[src/design/ogw_pkg.sv]
`timescale 1ns / 1ps
// ----------------------------------------------------------------------------
// ogw_pkg
// Shared types and constants of the OLED command and GDDRAM writer.
// ----------------------------------------------------------------------------
package ogw_pkg;

  localparam int MAX_WIDTH  = 128;
  localparam int MAX_HEIGHT = 64;

  localparam int FIFO_DEPTH = 4;
  localparam int FIFO_AW    = $clog2(FIFO_DEPTH);

  typedef struct packed {
    logic       func;
    logic [7:0] byte_value;
  } in_t;

  typedef struct packed {
    logic       write_valid;
    logic [5:0] pixel_row;
    logic [6:0] pixel_col;
    logic       pixel_on;
    logic       screen_on;
    logic       inverted;
    logic       last;
  } out_t;

  // One queued job: cnt visible pixels starting at row0, stepping by flip.
  typedef struct packed {
    logic [3:0] cnt;
    logic [5:0] row0;
    logic       flip;
    logic [6:0] col;
    logic [7:0] data;
    logic       disp;
    logic       inv;
  } job_t;

endpackage

[src/design/ogw_front.sv]
`timescale 1ns / 1ps
// ----------------------------------------------------------------------------
// ogw_front
// Decodes command, parameter and data beats, keeps the controller state and
// the cursor, and turns every accepted beat into one job for the emitter.
// ----------------------------------------------------------------------------
module ogw_front
  import ogw_pkg::*;
(
  input  logic       clk,
  input  logic       rst_n,
  input  logic       accept,
  input  in_t        in_data,
  input  logic       cfg_we,
  input  logic [1:0] cfg_index,
  input  logic [7:0] cfg_wdata,
  output job_t       job
);

  localparam logic [1:0] CFG_WIDTH    = 2'd0;
  localparam logic [1:0] CFG_HEIGHT   = 2'd1;
  localparam logic [1:0] CFG_POLARITY = 2'd2;

  localparam logic [7:0] CMD_ADDR_MODE = 8'h20;
  localparam logic [7:0] CMD_COL_WIN   = 8'h21;
  localparam logic [7:0] CMD_PAGE_WIN  = 8'h22;
  localparam logic [7:0] CMD_CONTRAST  = 8'h81;
  localparam logic [7:0] CMD_SEG_NORM  = 8'hA0;
  localparam logic [7:0] CMD_SEG_REMAP = 8'hA1;
  localparam logic [7:0] CMD_NORMAL    = 8'hA6;
  localparam logic [7:0] CMD_INVERSE   = 8'hA7;
  localparam logic [7:0] CMD_MUX_RATIO = 8'hA8;
  localparam logic [7:0] CMD_DISP_OFF  = 8'hAE;
  localparam logic [7:0] CMD_DISP_ON   = 8'hAF;
  localparam logic [7:0] CMD_COM_NORM  = 8'hC0;
  localparam logic [7:0] CMD_COM_FLIP  = 8'hC8;
  localparam logic [7:0] CMD_OFFSET    = 8'hD3;
  localparam logic [7:0] CMD_CLOCK_DIV = 8'hD5;
  localparam logic [7:0] CMD_PRECHARGE = 8'hD9;
  localparam logic [7:0] CMD_COM_PINS  = 8'hDA;
  localparam logic [7:0] CMD_VCOMH     = 8'hDB;

  localparam logic [1:0] MODE_HORIZ = 2'd0;
  localparam logic [1:0] MODE_VERT  = 2'd1;
  localparam logic [1:0] MODE_PAGE  = 2'd2;

  localparam logic [7:0] RST_COL_END = 8'(MAX_WIDTH - 1);
  localparam logic [11:0] RST_ROW_END = 12'(MAX_HEIGHT - 1);

  logic [7:0]  width_r, height_r_unused;
  logic [6:0]  height_r;
  logic        polarity_r;
  logic [1:0]  addr_mode_r, addr_mode_nxt;
  logic        seg_remap_r, seg_remap_nxt;
  logic        com_flip_r, com_flip_nxt;
  logic [1:0]  params_left_r, params_left_nxt;
  logic [7:0]  pend_cmd_r, pend_cmd_nxt;
  logic [1:0]  param_cnt_r, param_cnt_nxt;
  logic [7:0]  win_col_start_r, win_col_start_nxt;
  logic [7:0]  win_col_end_r, win_col_end_nxt;
  logic [11:0] win_row_start_r, win_row_start_nxt;
  logic [11:0] win_row_end_r, win_row_end_nxt;
  logic [7:0]  cur_col_r, cur_col_nxt;
  logic [11:0] cur_row_r, cur_row_nxt;
  logic [3:0]  col_low_r, col_low_nxt;
  logic [3:0]  col_high_r, col_high_nxt;
  logic        disp_en_r, disp_en_nxt;
  logic        inv_r, inv_nxt;

  logic [7:0]  eff_w;
  logic [6:0]  eff_h;
  logic [7:0]  b;
  logic [7:0]  nib_c;
  logic [8:0]  c9;
  logic [12:0] r13;
  logic [10:0] page_end;
  logic        visible;
  logic [6:0]  rem;
  logic [7:0]  pcol;
  logic [6:0]  prow;

  assign height_r_unused = {1'b0, height_r};
  assign b = in_data.byte_value;

  always_comb begin
    eff_w = width_r;
    if (width_r == 8'd0) begin
      eff_w = 8'd1;
    end else if ({1'b0, width_r} > 9'(MAX_WIDTH)) begin
      eff_w = 8'(MAX_WIDTH);
    end
    eff_h = height_r;
    if (height_r == 7'd0) begin
      eff_h = 7'd1;
    end else if (height_r_unused > 8'(MAX_HEIGHT)) begin
      eff_h = 7'(MAX_HEIGHT);
    end
  end

  always_comb begin
    addr_mode_nxt     = addr_mode_r;
    seg_remap_nxt     = seg_remap_r;
    com_flip_nxt      = com_flip_r;
    params_left_nxt   = params_left_r;
    pend_cmd_nxt      = pend_cmd_r;
    param_cnt_nxt     = param_cnt_r;
    win_col_start_nxt = win_col_start_r;
    win_col_end_nxt   = win_col_end_r;
    win_row_start_nxt = win_row_start_r;
    win_row_end_nxt   = win_row_end_r;
    cur_col_nxt       = cur_col_r;
    cur_row_nxt       = cur_row_r;
    col_low_nxt       = col_low_r;
    col_high_nxt      = col_high_r;
    disp_en_nxt       = disp_en_r;
    inv_nxt           = inv_r;
    nib_c             = 8'd0;
    c9                = {1'b0, cur_col_r} + 9'd1;
    r13               = {1'b0, cur_row_r} + 13'd8;
    page_end          = {b, 3'b111};

    if (in_data.func) begin
      unique case (addr_mode_r)
        MODE_HORIZ: begin
          if (c9 > {1'b0, win_col_end_r}) begin
            cur_col_nxt = win_col_start_r;
            if (r13 > {1'b0, win_row_end_r}) begin
              cur_row_nxt = win_row_start_r;
            end else begin
              cur_row_nxt = r13[11:0];
            end
          end else begin
            cur_col_nxt = c9[7:0];
          end
        end
        MODE_VERT: begin
          if (r13 > {1'b0, win_row_end_r}) begin
            cur_row_nxt = win_row_start_r;
            if (c9 > {1'b0, win_col_end_r}) begin
              cur_col_nxt = win_col_start_r;
            end else begin
              cur_col_nxt = c9[7:0];
            end
          end else begin
            cur_row_nxt = r13[11:0];
          end
        end
        default: begin
          if (c9 > {1'b0, win_col_end_r}) begin
            cur_col_nxt = win_col_start_r;
          end else begin
            cur_col_nxt = c9[7:0];
          end
        end
      endcase
    end else if (params_left_r != 2'd0) begin
      params_left_nxt = params_left_r - 2'd1;
      unique case (pend_cmd_r)
        CMD_ADDR_MODE: addr_mode_nxt = b[1:0];
        CMD_COL_WIN: begin
          if (param_cnt_r == 2'd0) begin
            win_col_start_nxt = b;
            cur_col_nxt       = b;
          end else begin
            win_col_end_nxt = b;
          end
        end
        CMD_PAGE_WIN: begin
          if (param_cnt_r == 2'd0) begin
            win_row_start_nxt = {1'b0, b, 3'b000};
            cur_row_nxt       = {1'b0, b, 3'b000};
          end else begin
            if (page_end >= {4'd0, eff_h}) begin
              page_end = {4'd0, eff_h} - 11'd1;
            end
            win_row_end_nxt = {1'b0, page_end};
          end
        end
        default: ;
      endcase
      if (param_cnt_r != 2'd3) begin
        param_cnt_nxt = param_cnt_r + 2'd1;
      end
    end else begin
      pend_cmd_nxt    = b;
      param_cnt_nxt   = 2'd0;
      params_left_nxt = 2'd0;
      priority if (b <= 8'h0F) begin
        col_low_nxt = b[3:0];
        nib_c       = {col_high_r, b[3:0]};
        cur_col_nxt = (nib_c >= eff_w) ? eff_w - 8'd1 : nib_c;
      end else if (b <= 8'h1F) begin
        col_high_nxt = b[3:0];
        nib_c        = {b[3:0], col_low_r};
        cur_col_nxt  = (nib_c >= eff_w) ? eff_w - 8'd1 : nib_c;
      end else if (b >= 8'h40 && b <= 8'h7F) begin
        cur_col_nxt = cur_col_r;
      end else if (b >= 8'hB0 && b <= 8'hB7) begin
        cur_row_nxt = {6'd0, b[2:0], 3'b000};
        cur_col_nxt = win_col_start_r;
      end else begin
        unique case (b)
          CMD_DISP_OFF:  disp_en_nxt = 1'b0;
          CMD_DISP_ON:   disp_en_nxt = 1'b1;
          CMD_NORMAL:    inv_nxt = polarity_r;
          CMD_INVERSE:   inv_nxt = ~polarity_r;
          CMD_SEG_NORM:  seg_remap_nxt = 1'b0;
          CMD_SEG_REMAP: seg_remap_nxt = 1'b1;
          CMD_COM_NORM:  com_flip_nxt = 1'b0;
          CMD_COM_FLIP:  com_flip_nxt = 1'b1;
          CMD_ADDR_MODE: params_left_nxt = 2'd1;
          CMD_COL_WIN, CMD_PAGE_WIN: params_left_nxt = 2'd2;
          CMD_CONTRAST, CMD_MUX_RATIO, CMD_OFFSET, CMD_CLOCK_DIV,
          CMD_PRECHARGE, CMD_COM_PINS, CMD_VCOMH: params_left_nxt = 2'd1;
          default: ;
        endcase
      end
    end
  end

  always_comb begin
    visible = (cur_col_r < eff_w) && (cur_row_r < {5'd0, eff_h});
    rem     = eff_h - cur_row_r[6:0];
    pcol    = eff_w - 8'd1 - cur_col_r;
    prow    = eff_h - 7'd1 - cur_row_r[6:0];
    job.cnt  = 4'd0;
    job.row0 = com_flip_r ? prow[5:0] : cur_row_r[5:0];
    job.flip = com_flip_r;
    job.col  = seg_remap_r ? pcol[6:0] : cur_col_r[6:0];
    job.data = b;
    job.disp = disp_en_nxt;
    job.inv  = inv_nxt;
    if (in_data.func && visible) begin
      job.cnt = (rem >= 7'd8) ? 4'd8 : rem[3:0];
    end
  end

  always_ff @(posedge clk) begin
    if (!rst_n) begin
      width_r         <= 8'd128;
      height_r        <= 7'd64;
      polarity_r      <= 1'b0;
      addr_mode_r     <= MODE_PAGE;
      seg_remap_r     <= 1'b0;
      com_flip_r      <= 1'b0;
      params_left_r   <= 2'd0;
      pend_cmd_r      <= 8'd0;
      param_cnt_r     <= 2'd0;
      win_col_start_r <= 8'd0;
      win_col_end_r   <= RST_COL_END;
      win_row_start_r <= 12'd0;
      win_row_end_r   <= RST_ROW_END;
      cur_col_r       <= 8'd0;
      cur_row_r       <= 12'd0;
      col_low_r       <= 4'd0;
      col_high_r      <= 4'd0;
      disp_en_r       <= 1'b0;
      inv_r           <= 1'b0;
    end else begin
      if (cfg_we) begin
        unique case (cfg_index)
          CFG_WIDTH:    width_r <= cfg_wdata;
          CFG_HEIGHT:   height_r <= cfg_wdata[6:0];
          CFG_POLARITY: polarity_r <= cfg_wdata[0];
          default: ;
        endcase
      end
      if (accept) begin
        addr_mode_r     <= addr_mode_nxt;
        seg_remap_r     <= seg_remap_nxt;
        com_flip_r      <= com_flip_nxt;
        params_left_r   <= params_left_nxt;
        pend_cmd_r      <= pend_cmd_nxt;
        param_cnt_r     <= param_cnt_nxt;
        win_col_start_r <= win_col_start_nxt;
        win_col_end_r   <= win_col_end_nxt;
        win_row_start_r <= win_row_start_nxt;
        win_row_end_r   <= win_row_end_nxt;
        cur_col_r       <= cur_col_nxt;
        cur_row_r       <= cur_row_nxt;
        col_low_r       <= col_low_nxt;
        col_high_r      <= col_high_nxt;
        disp_en_r       <= disp_en_nxt;
        inv_r           <= inv_nxt;
      end
    end
  end

endmodule

[src/design/ogw_fifo.sv]
`timescale 1ns / 1ps
// ----------------------------------------------------------------------------
// ogw_fifo
// Short job queue between the decoder and the pixel emitter.
// ----------------------------------------------------------------------------
module ogw_fifo
  import ogw_pkg::*;
(
  input  logic     clk,
  input  logic     rst_n,
  input  logic     push,
  input  job_t     wr_job,
  output logic     full,
  input  logic     pop,
  output logic     rd_valid,
  output job_t     rd_job
);

  job_t                 mem_r [FIFO_DEPTH];
  logic [FIFO_AW-1:0]   wr_ptr_r, rd_ptr_r;
  logic [FIFO_AW:0]     count_r, count_nxt;
  logic                 do_pop;

  assign full     = (count_r == (FIFO_AW + 1)'(FIFO_DEPTH));
  assign rd_valid = (count_r != '0);
  assign rd_job   = mem_r[rd_ptr_r];
  assign do_pop   = pop && rd_valid;

  always_comb begin
    count_nxt = count_r;
    if (push && !do_pop) begin
      count_nxt = count_r + (FIFO_AW + 1)'(1);
    end else if (do_pop && !push) begin
      count_nxt = count_r - (FIFO_AW + 1)'(1);
    end
  end

  always_ff @(posedge clk) begin
    if (!rst_n) begin
      wr_ptr_r <= '0;
      rd_ptr_r <= '0;
      count_r  <= '0;
    end else begin
      if (push) begin
        wr_ptr_r <= wr_ptr_r + (FIFO_AW)'(1);
      end
      if (do_pop) begin
        rd_ptr_r <= rd_ptr_r + (FIFO_AW)'(1);
      end
      count_r <= count_nxt;
    end
  end

  always_ff @(posedge clk) begin
    if (push) begin
      mem_r[wr_ptr_r] <= wr_job;
    end
  end

endmodule

[src/design/ogw_back.sv]
`timescale 1ns / 1ps
// ----------------------------------------------------------------------------
// ogw_back
// Pixel emitter: expands the job at the queue head into result beats, one
// per cycle unless out_ready stalls it, into a registered output stage.
// ----------------------------------------------------------------------------
module ogw_back
  import ogw_pkg::*;
(
  input  logic clk,
  input  logic rst_n,
  input  logic q_valid,
  input  job_t q_job,
  output logic pop,
  output logic out_valid,
  input  logic out_ready,
  output out_t out_data
);

  logic [2:0] bit_r, bit_nxt;
  logic       out_valid_r;
  out_t       out_r;
  out_t       res;
  logic       emit;
  logic [3:0] cnt_m1;

  assign emit      = q_valid && (!out_valid_r || out_ready);
  assign cnt_m1    = q_job.cnt - 4'd1;
  assign pop       = emit && res.last;
  assign out_valid = out_valid_r;
  assign out_data  = out_r;

  always_comb begin
    res.write_valid = 1'b0;
    res.pixel_row   = 6'd0;
    res.pixel_col   = 7'd0;
    res.pixel_on    = 1'b0;
    res.screen_on   = q_job.disp;
    res.inverted    = q_job.inv;
    res.last        = 1'b1;
    if (q_job.cnt != 4'd0) begin
      res.write_valid = 1'b1;
      res.pixel_row   = q_job.flip ? q_job.row0 - {3'd0, bit_r}
                                   : q_job.row0 + {3'd0, bit_r};
      res.pixel_col   = q_job.col;
      res.pixel_on    = q_job.data[bit_r];
      res.last        = ({1'b0, bit_r} == cnt_m1);
    end
    bit_nxt = bit_r;
    if (emit) begin
      bit_nxt = res.last ? 3'd0 : bit_r + 3'd1;
    end
  end

  always_ff @(posedge clk) begin
    if (!rst_n) begin
      bit_r       <= 3'd0;
      out_valid_r <= 1'b0;
    end else begin
      bit_r <= bit_nxt;
      if (emit) begin
        out_valid_r <= 1'b1;
      end else if (out_ready) begin
        out_valid_r <= 1'b0;
      end
    end
  end

  always_ff @(posedge clk) begin
    if (emit) begin
      out_r <= res;
    end
  end

  a_bit_in_range: assert property (@(posedge clk) disable iff (!rst_n)
    (q_valid && q_job.cnt != 4'd0) |-> ({1'b0, bit_r} < q_job.cnt))
    else $error("pixel index past the job's pixel count");

  a_bit_restart: assert property (@(posedge clk) disable iff (!rst_n)
    (emit && res.last) |=> (bit_r == 3'd0))
    else $error("pixel index not restarted after final beat");

  a_null_is_last: assert property (@(posedge clk) disable iff (!rst_n)
    (out_valid_r && !out_r.write_valid) |-> out_r.last)
    else $error("non-writing beat not marked last");

endmodule

[src/design/oled_command_and_gddram_writer.sv]
`timescale 1ns / 1ps
// ----------------------------------------------------------------------------
// oled_command_and_gddram_writer
// Controller side of a monochrome OLED panel: decodes command and data beats
// and writes display data as pixel beats at the cursor.
//
//   Channel  Handshake            Payload
//   in_      in_valid/in_ready    in_data  (func, byte_value)
//   out_     out_valid/out_ready  out_data (pixel write and display state)
//   cfg_     cfg_we               cfg_index, cfg_wdata
//
// A command beat yields one result beat; a data beat yields one result beat
// per visible pixel (one to eight), or one non-writing beat.
// The emitter issues one result beat per cycle unless out_ready stalls it;
// the decoder takes one input beat per cycle while the queue is not full.
// A four-entry job queue lets input continue while the emitter is busy.
// Reset is synchronous and needs no clearing pass.
// With out_ready low the output register holds and input stalls once the
// queue is full.
// ----------------------------------------------------------------------------
module oled_command_and_gddram_writer
  import ogw_pkg::*;
(
  input  logic       clk,
  input  logic       rst_n,
  input  logic       in_valid,
  output logic       in_ready,
  input  in_t        in_data,
  output logic       out_valid,
  input  logic       out_ready,
  output out_t       out_data,
  input  logic       cfg_we,
  input  logic [1:0] cfg_index,
  input  logic [7:0] cfg_wdata
);

  logic     in_push;
  logic     q_full;
  job_t     new_job;
  job_t     head_job;
  logic     head_valid;
  logic     pop;

  assign in_ready = !q_full;
  assign in_push  = in_valid && in_ready;

  ogw_front u_front (
    .clk       (clk),
    .rst_n     (rst_n),
    .accept    (in_push),
    .in_data   (in_data),
    .cfg_we    (cfg_we),
    .cfg_index (cfg_index),
    .cfg_wdata (cfg_wdata),
    .job       (new_job)
  );

  ogw_fifo u_fifo (
    .clk      (clk),
    .rst_n    (rst_n),
    .push     (in_push),
    .wr_job   (new_job),
    .full     (q_full),
    .pop      (pop),
    .rd_valid (head_valid),
    .rd_job   (head_job)
  );

  ogw_back u_back (
    .clk       (clk),
    .rst_n     (rst_n),
    .q_valid   (head_valid),
    .q_job     (head_job),
    .pop       (pop),
    .out_valid (out_valid),
    .out_ready (out_ready),
    .out_data  (out_data)
  );

endmodule
[config.mk]
export PLATFORM = sky130hd
export DESIGN_NAME = oled_command_and_gddram_writer
export DESIGN_NICKNAME = d
export VERILOG_FILES = /design/src/design/ogw_pkg.sv /design/src/design/ogw_front.sv /design/src/design/ogw_fifo.sv /design/src/design/ogw_back.sv /design/src/design/oled_command_and_gddram_writer.sv
export SDC_FILE = /design/constraint.sdc
export NUM_CORES = 1
export LEC_CHECK = 0
export ABC_AREA = 1
export BUFFER_PORTS_ARGS = -buffer_cell sky130_fd_sc_hd__clkbuf_2
export CAP_MARGIN = 5
export CORE_MARGIN = 2
export CORE_UTILIZATION = 25
export DETAILED_ROUTE_END_ITERATION = 7
export SLEW_MARGIN = 0
export SYNTH_ARGS = -nofsm -noshare
export SYNTH_HDL_FRONTEND = slang
export SYNTH_SLANG_ARGS = --single-unit
[constraint.sdc]
create_clock -name clk -period 3.2 [get_ports clk]
set_input_delay 0.16 -clock clk [delete_from_list [all_inputs] [get_ports clk]]
set_output_delay 0.16 -clock clk [all_outputs]
set_load 0.01 [all_outputs]
==> run metrics <==
Power per Cell Area 667.7 mW/mm²; list of cells traversed by the critical path nor2_2, nand2_2, o21ai_4, buf_4, nand2_1, ha_1, a21oi_1, o21ai_0, nand2_1, nand3_1, inv_1, nand2_1, nand3_1, nand2_1, a21oi_1, nor2_1, nor2_1; cell repeated most along the worst path sky130_fd_sc_hd__nand2_1; overflow left after global routing 0; filler cell count between 5000 and 6000; count of H-tree levels built during CTS 1; Util after Layout 29.88%; reported max-cap violation count 0; number of buffers added on ports 43; area of the die 0.05335 mm²; number of warnings printed during yosys synthesis 0; slew at the pin closest to its max-slew limit around 1100 ps; pin count of the biggest net entering global routing 83; CTS Sinks ~240; area fraction of the dominant cell type after synthesis a little under a third; net count after synthesis ~1600; number of different library cells in the post-synthesis netlist 58; ys flop type sky130_fd_sc_hd__edfxtp_1; wire length of the first global-routing pass 55.76 mm; tightest slew margin relative to the limit approximately 25%; post-synthesis sequential area ratio roughly 47%; DRC viols 0; period utilization a little over nine tenths; WP data required around 3700 ps; std cell rows between 80 and 90; kind of capture point of the worst setup path flip-flop; dominant cell type by area after synthesis sky130_fd_sc_hd__edfxtp_1; clock insertion delay at the later pin of the skew report between 500 and 600 ps; total track usage around an eighth; most common cell in the netlist sky130_fd_sc_hd__nand2_1; final count of hold timing violations 0; startpoint type of the worst setup path flip-flop; ratio of routed vias to standard cells between 4 and 5; Layout Nets 1717; number of synthesized flops with an enable pin 130; total of flip-flops plus latches after synthesis 237; worst-case clock buffer depth 3; leakage power between 6 and 7 nW; Die Width 231.0 µm; Boundary Pins 44; overall routed net length 35.07 mm; most common library cells after synthesis 240 x sky130_fd_sc_hd__nand2_1, 178 x sky130_fd_sc_hd__nor2_1, 177 x sky130_fd_sc_hd__inv_1; total setup violations reported at the end of the flow 0; Largest stage delay, worst path about 360 ps; Layout Cells excl Fill roughly 2300; detailed-route wire length per cell about 15 µm; number of global-route vias before repair ~10000; fin crit period about 3000 ps; effective utilization at floorplan 25.21%; clock tree from TritonCTS built; worst supply voltage drop on vdd ~0.37 mV; worst-case clock skew around 17 ps; Reg clk slew, reported paths 70 ps; overall via count from detail_route between 10000 and 15000; data arrival time of the critical path about 3500 ps; crit path kind reg2reg; cells taking the most area after synthesis sky130_fd_sc_hd__edfxtp_1 30%, sky130_fd_sc_hd__dfxtp_1 17%, sky130_fd_sc_hd__ha_1 8.2%, sky130_fd_sc_hd__nand2_1 7.0%, sky130_fd_sc_hd__o21ai_0 5.3%; floorplan core area around 0.051 mm²; RePlAce Congestion ~0.9; detailed-routing iteration count for the pre-antenna-repair pass 5; master of the slowest instance on the critical path sky130_fd_sc_hd__dfxtp_1; run status complete, no violations; Die Y approximately 230 µm; count of mapped cells out of synthesis roughly 1500; CTS Root Buffer Type sky130_fd_sc_hd__clkbuf_16; total CTS buffers 27; synthesized area roughly 0.013 mm²; number of routed nets with antenna violations 0; highest clock frequency the design can meet between 300 and 400 MHz; antenna violations before repair 0; area growth from synthesis to final layout 18.52%; async set or reset register ratio after synthesis 0%; Syn Area/Cell around 8.5 µm²; fraction of final layout cells with drive strength greater than 1 approximately an eighth; Max Slew Vio Count 0; hold crit path type in2reg; DP HPWL between 20 and 30 mm; number of placed instances, taps included 2234; maximum fanout count along the critical path 8; starting DRC count in detailed routing 1004
[power breakdown]
| part | internal [mW] | switching, mW |
|---|---|---|
| Combinational | 1.08 | 1.90 |
| Sequential | 3.73 | 0.161 |
| Clock | 1.99 | 1.33 |
| Total | 6.80 | 3.39 |
[per-stage QoR]
stage | setup slack, ps | setup TNS, ps | total power [mW] | area, µm² | hold WS, ps
floorplan | 349.9 | 0 | 5.960 | 12880 | 258.9
global placement | 180.3 | 0 | 6.780 | 14020 | 425.9
detailed placement | 153.0 | 0 | 6.849 | 14020 | 435.2
CTS | 124.3 | 0 | 10.19 | 15140 | 17.93
global route | -10.06 | -35.03 | 10.82 | 15260 | 14.65
finish | 172.6 | 0 | 10.19 | 15260 | 49.90
[state kept, by name (all words and copies together), names as in the netlist, 2 cells and up, named ones only]
register,flops
u_back.bit_r,3
u_back.out_data,18
u_fifo.count_r,3
u_fifo.mem_r,112
u_fifo.rd_ptr_r,2
u_fifo.wr_ptr_r,2
u_front.addr_mode_r,2
u_front.col_high_r,4
u_front.col_low_r,4
u_front.cur_col_r,8
u_front.cur_row_r,9
u_front.height_r,7
u_front.param_cnt_r,2
u_front.params_left_r,2
u_front.pend_cmd_r,8
u_front.width_r,8
u_front.win_col_end_r,8
u_front.win_col_start_r,8
u_front.win_row_end_r,11
u_front.win_row_start_r,8
[layer usage]
layer / global-route usage [%] / vias up / share of wire [%]
met4: 2.359 / 0 / 1.8
met3: 1.742 / 52 / 5.3
met1: 18.52 / 5122 / 48
met2: 20.89 / 299 / 44
li1: - / 5362 / -
met5: 0 / - / 0
[cell families after synthesis]
| group | after synthesis | share of synthesized area (%) |
|---|---|---|
| muxes | 1 | 0.07772 |
| and+or+nand+nor | 592 | 20.33 |
| DFF | 237 | 46.94 |
| buffers and inverters | 241 | 7.393 |
| adders and majority gates | 87 | 8.626 |
| xor gates and xnor gates | 29 | 1.972 |
| other | 2 | 0.05831 |
| AOI/OAI and AO/OA | 333 | 14.60 |
[worst max-delay path, delay by kind of cell (launching register included)]
family,cells,cell delay (ps)
flip-flops,1,360
adder cells (fa/ha/maj),1,350
buffers and inverters,2,380
AO/OA/AOI/OAI,4,710
AND/OR/NAND/NOR,10,1170
[path summary, 6_finish.rpt]
| path | start | to | slack (ps) | depth (start not counted) |
|---|---|---|---|---|
| setup / recovery | u_front.width_r[1] | u_front.cur_col_r[6] | 170 | 17 |
| hold reg to reg | u_front.win_row_end_r[8] | u_front.win_row_end_r[8] | 450 | 2 |
| setup reg to reg | u_front.width_r[1] | u_front.cur_col_r[6] | 170 | 17 |
| hold / removal | in_data[0] | u_fifo.mem_r[1][2] | 50 | 1 |
[cells in the final DEF, fill, tap and decap left out, drive strengths merged, types with 2 or more instances in the layout]
master / Yosys / routed
nand2: 249 / 249
inv: 186 / 190
nor2: 186 / 186
o21ai: 148 / 148
edfxtp: 130 / 130
a21oi: 107 / 107
dfxtp: 107 / 107
nand3: 87 / 87
ha: 84 / 84
clkbuf: 28 / 71
buf: 23 / 47
nand4: 29 / 29
xor2: 22 / 22
nor3: 21 / 21
o22ai: 20 / 20
o211ai: 20 / 20
dlygate4sd3: 0 / 16
clkinv: 4 / 15
xnor2: 7 / 7
nand3b: 7 / 7
or2: 5 / 5
a21o: 5 / 5
o221ai: 5 / 5
bufinv: 0 / 5
a31oi: 5 / 5
o32ai: 4 / 4
o21a: 4 / 4
o21bai: 3 / 3
nor4: 3 / 3
fa: 3 / 3
clkinvlp: 0 / 2
o22a: 2 / 2
o31ai: 2 / 2
a211oi: 2 / 2
and2: 2 / 2
conb: 2 / 2
nor3b: 2 / 2
[layout make-up]
cell class | count | area, µm² | area share, %
Tap cell | 680 | 850.8 | 5.574
Timing Repair Buffer | 106 | 739.5 | 4.844
Inverter | 190 | 716.9 | 4.697
Clock buffer | 28 | 689.4 | 4.516
Multi-Input combinational cell | 1044 | 5949 | 38.98
Clock inverter | 22 | 269.0 | 1.762
Sequential cell | 237 | 6047 | 39.61
Antenna cell | 1 | 2.502 | 0.01639
[timing repair]
| action | in CTS | in global routing |
|---|---|---|
| hold endpoints to repair | 26 | 0 |
| gates resized for setup | 0 | 17 |
| setup buffers | 0 | 7 |
| setup endpoints to repair | 0 | 22 |
| hold buffers | 16 | 0 |
No activity file was read; power rests on OpenSTA's default activity.
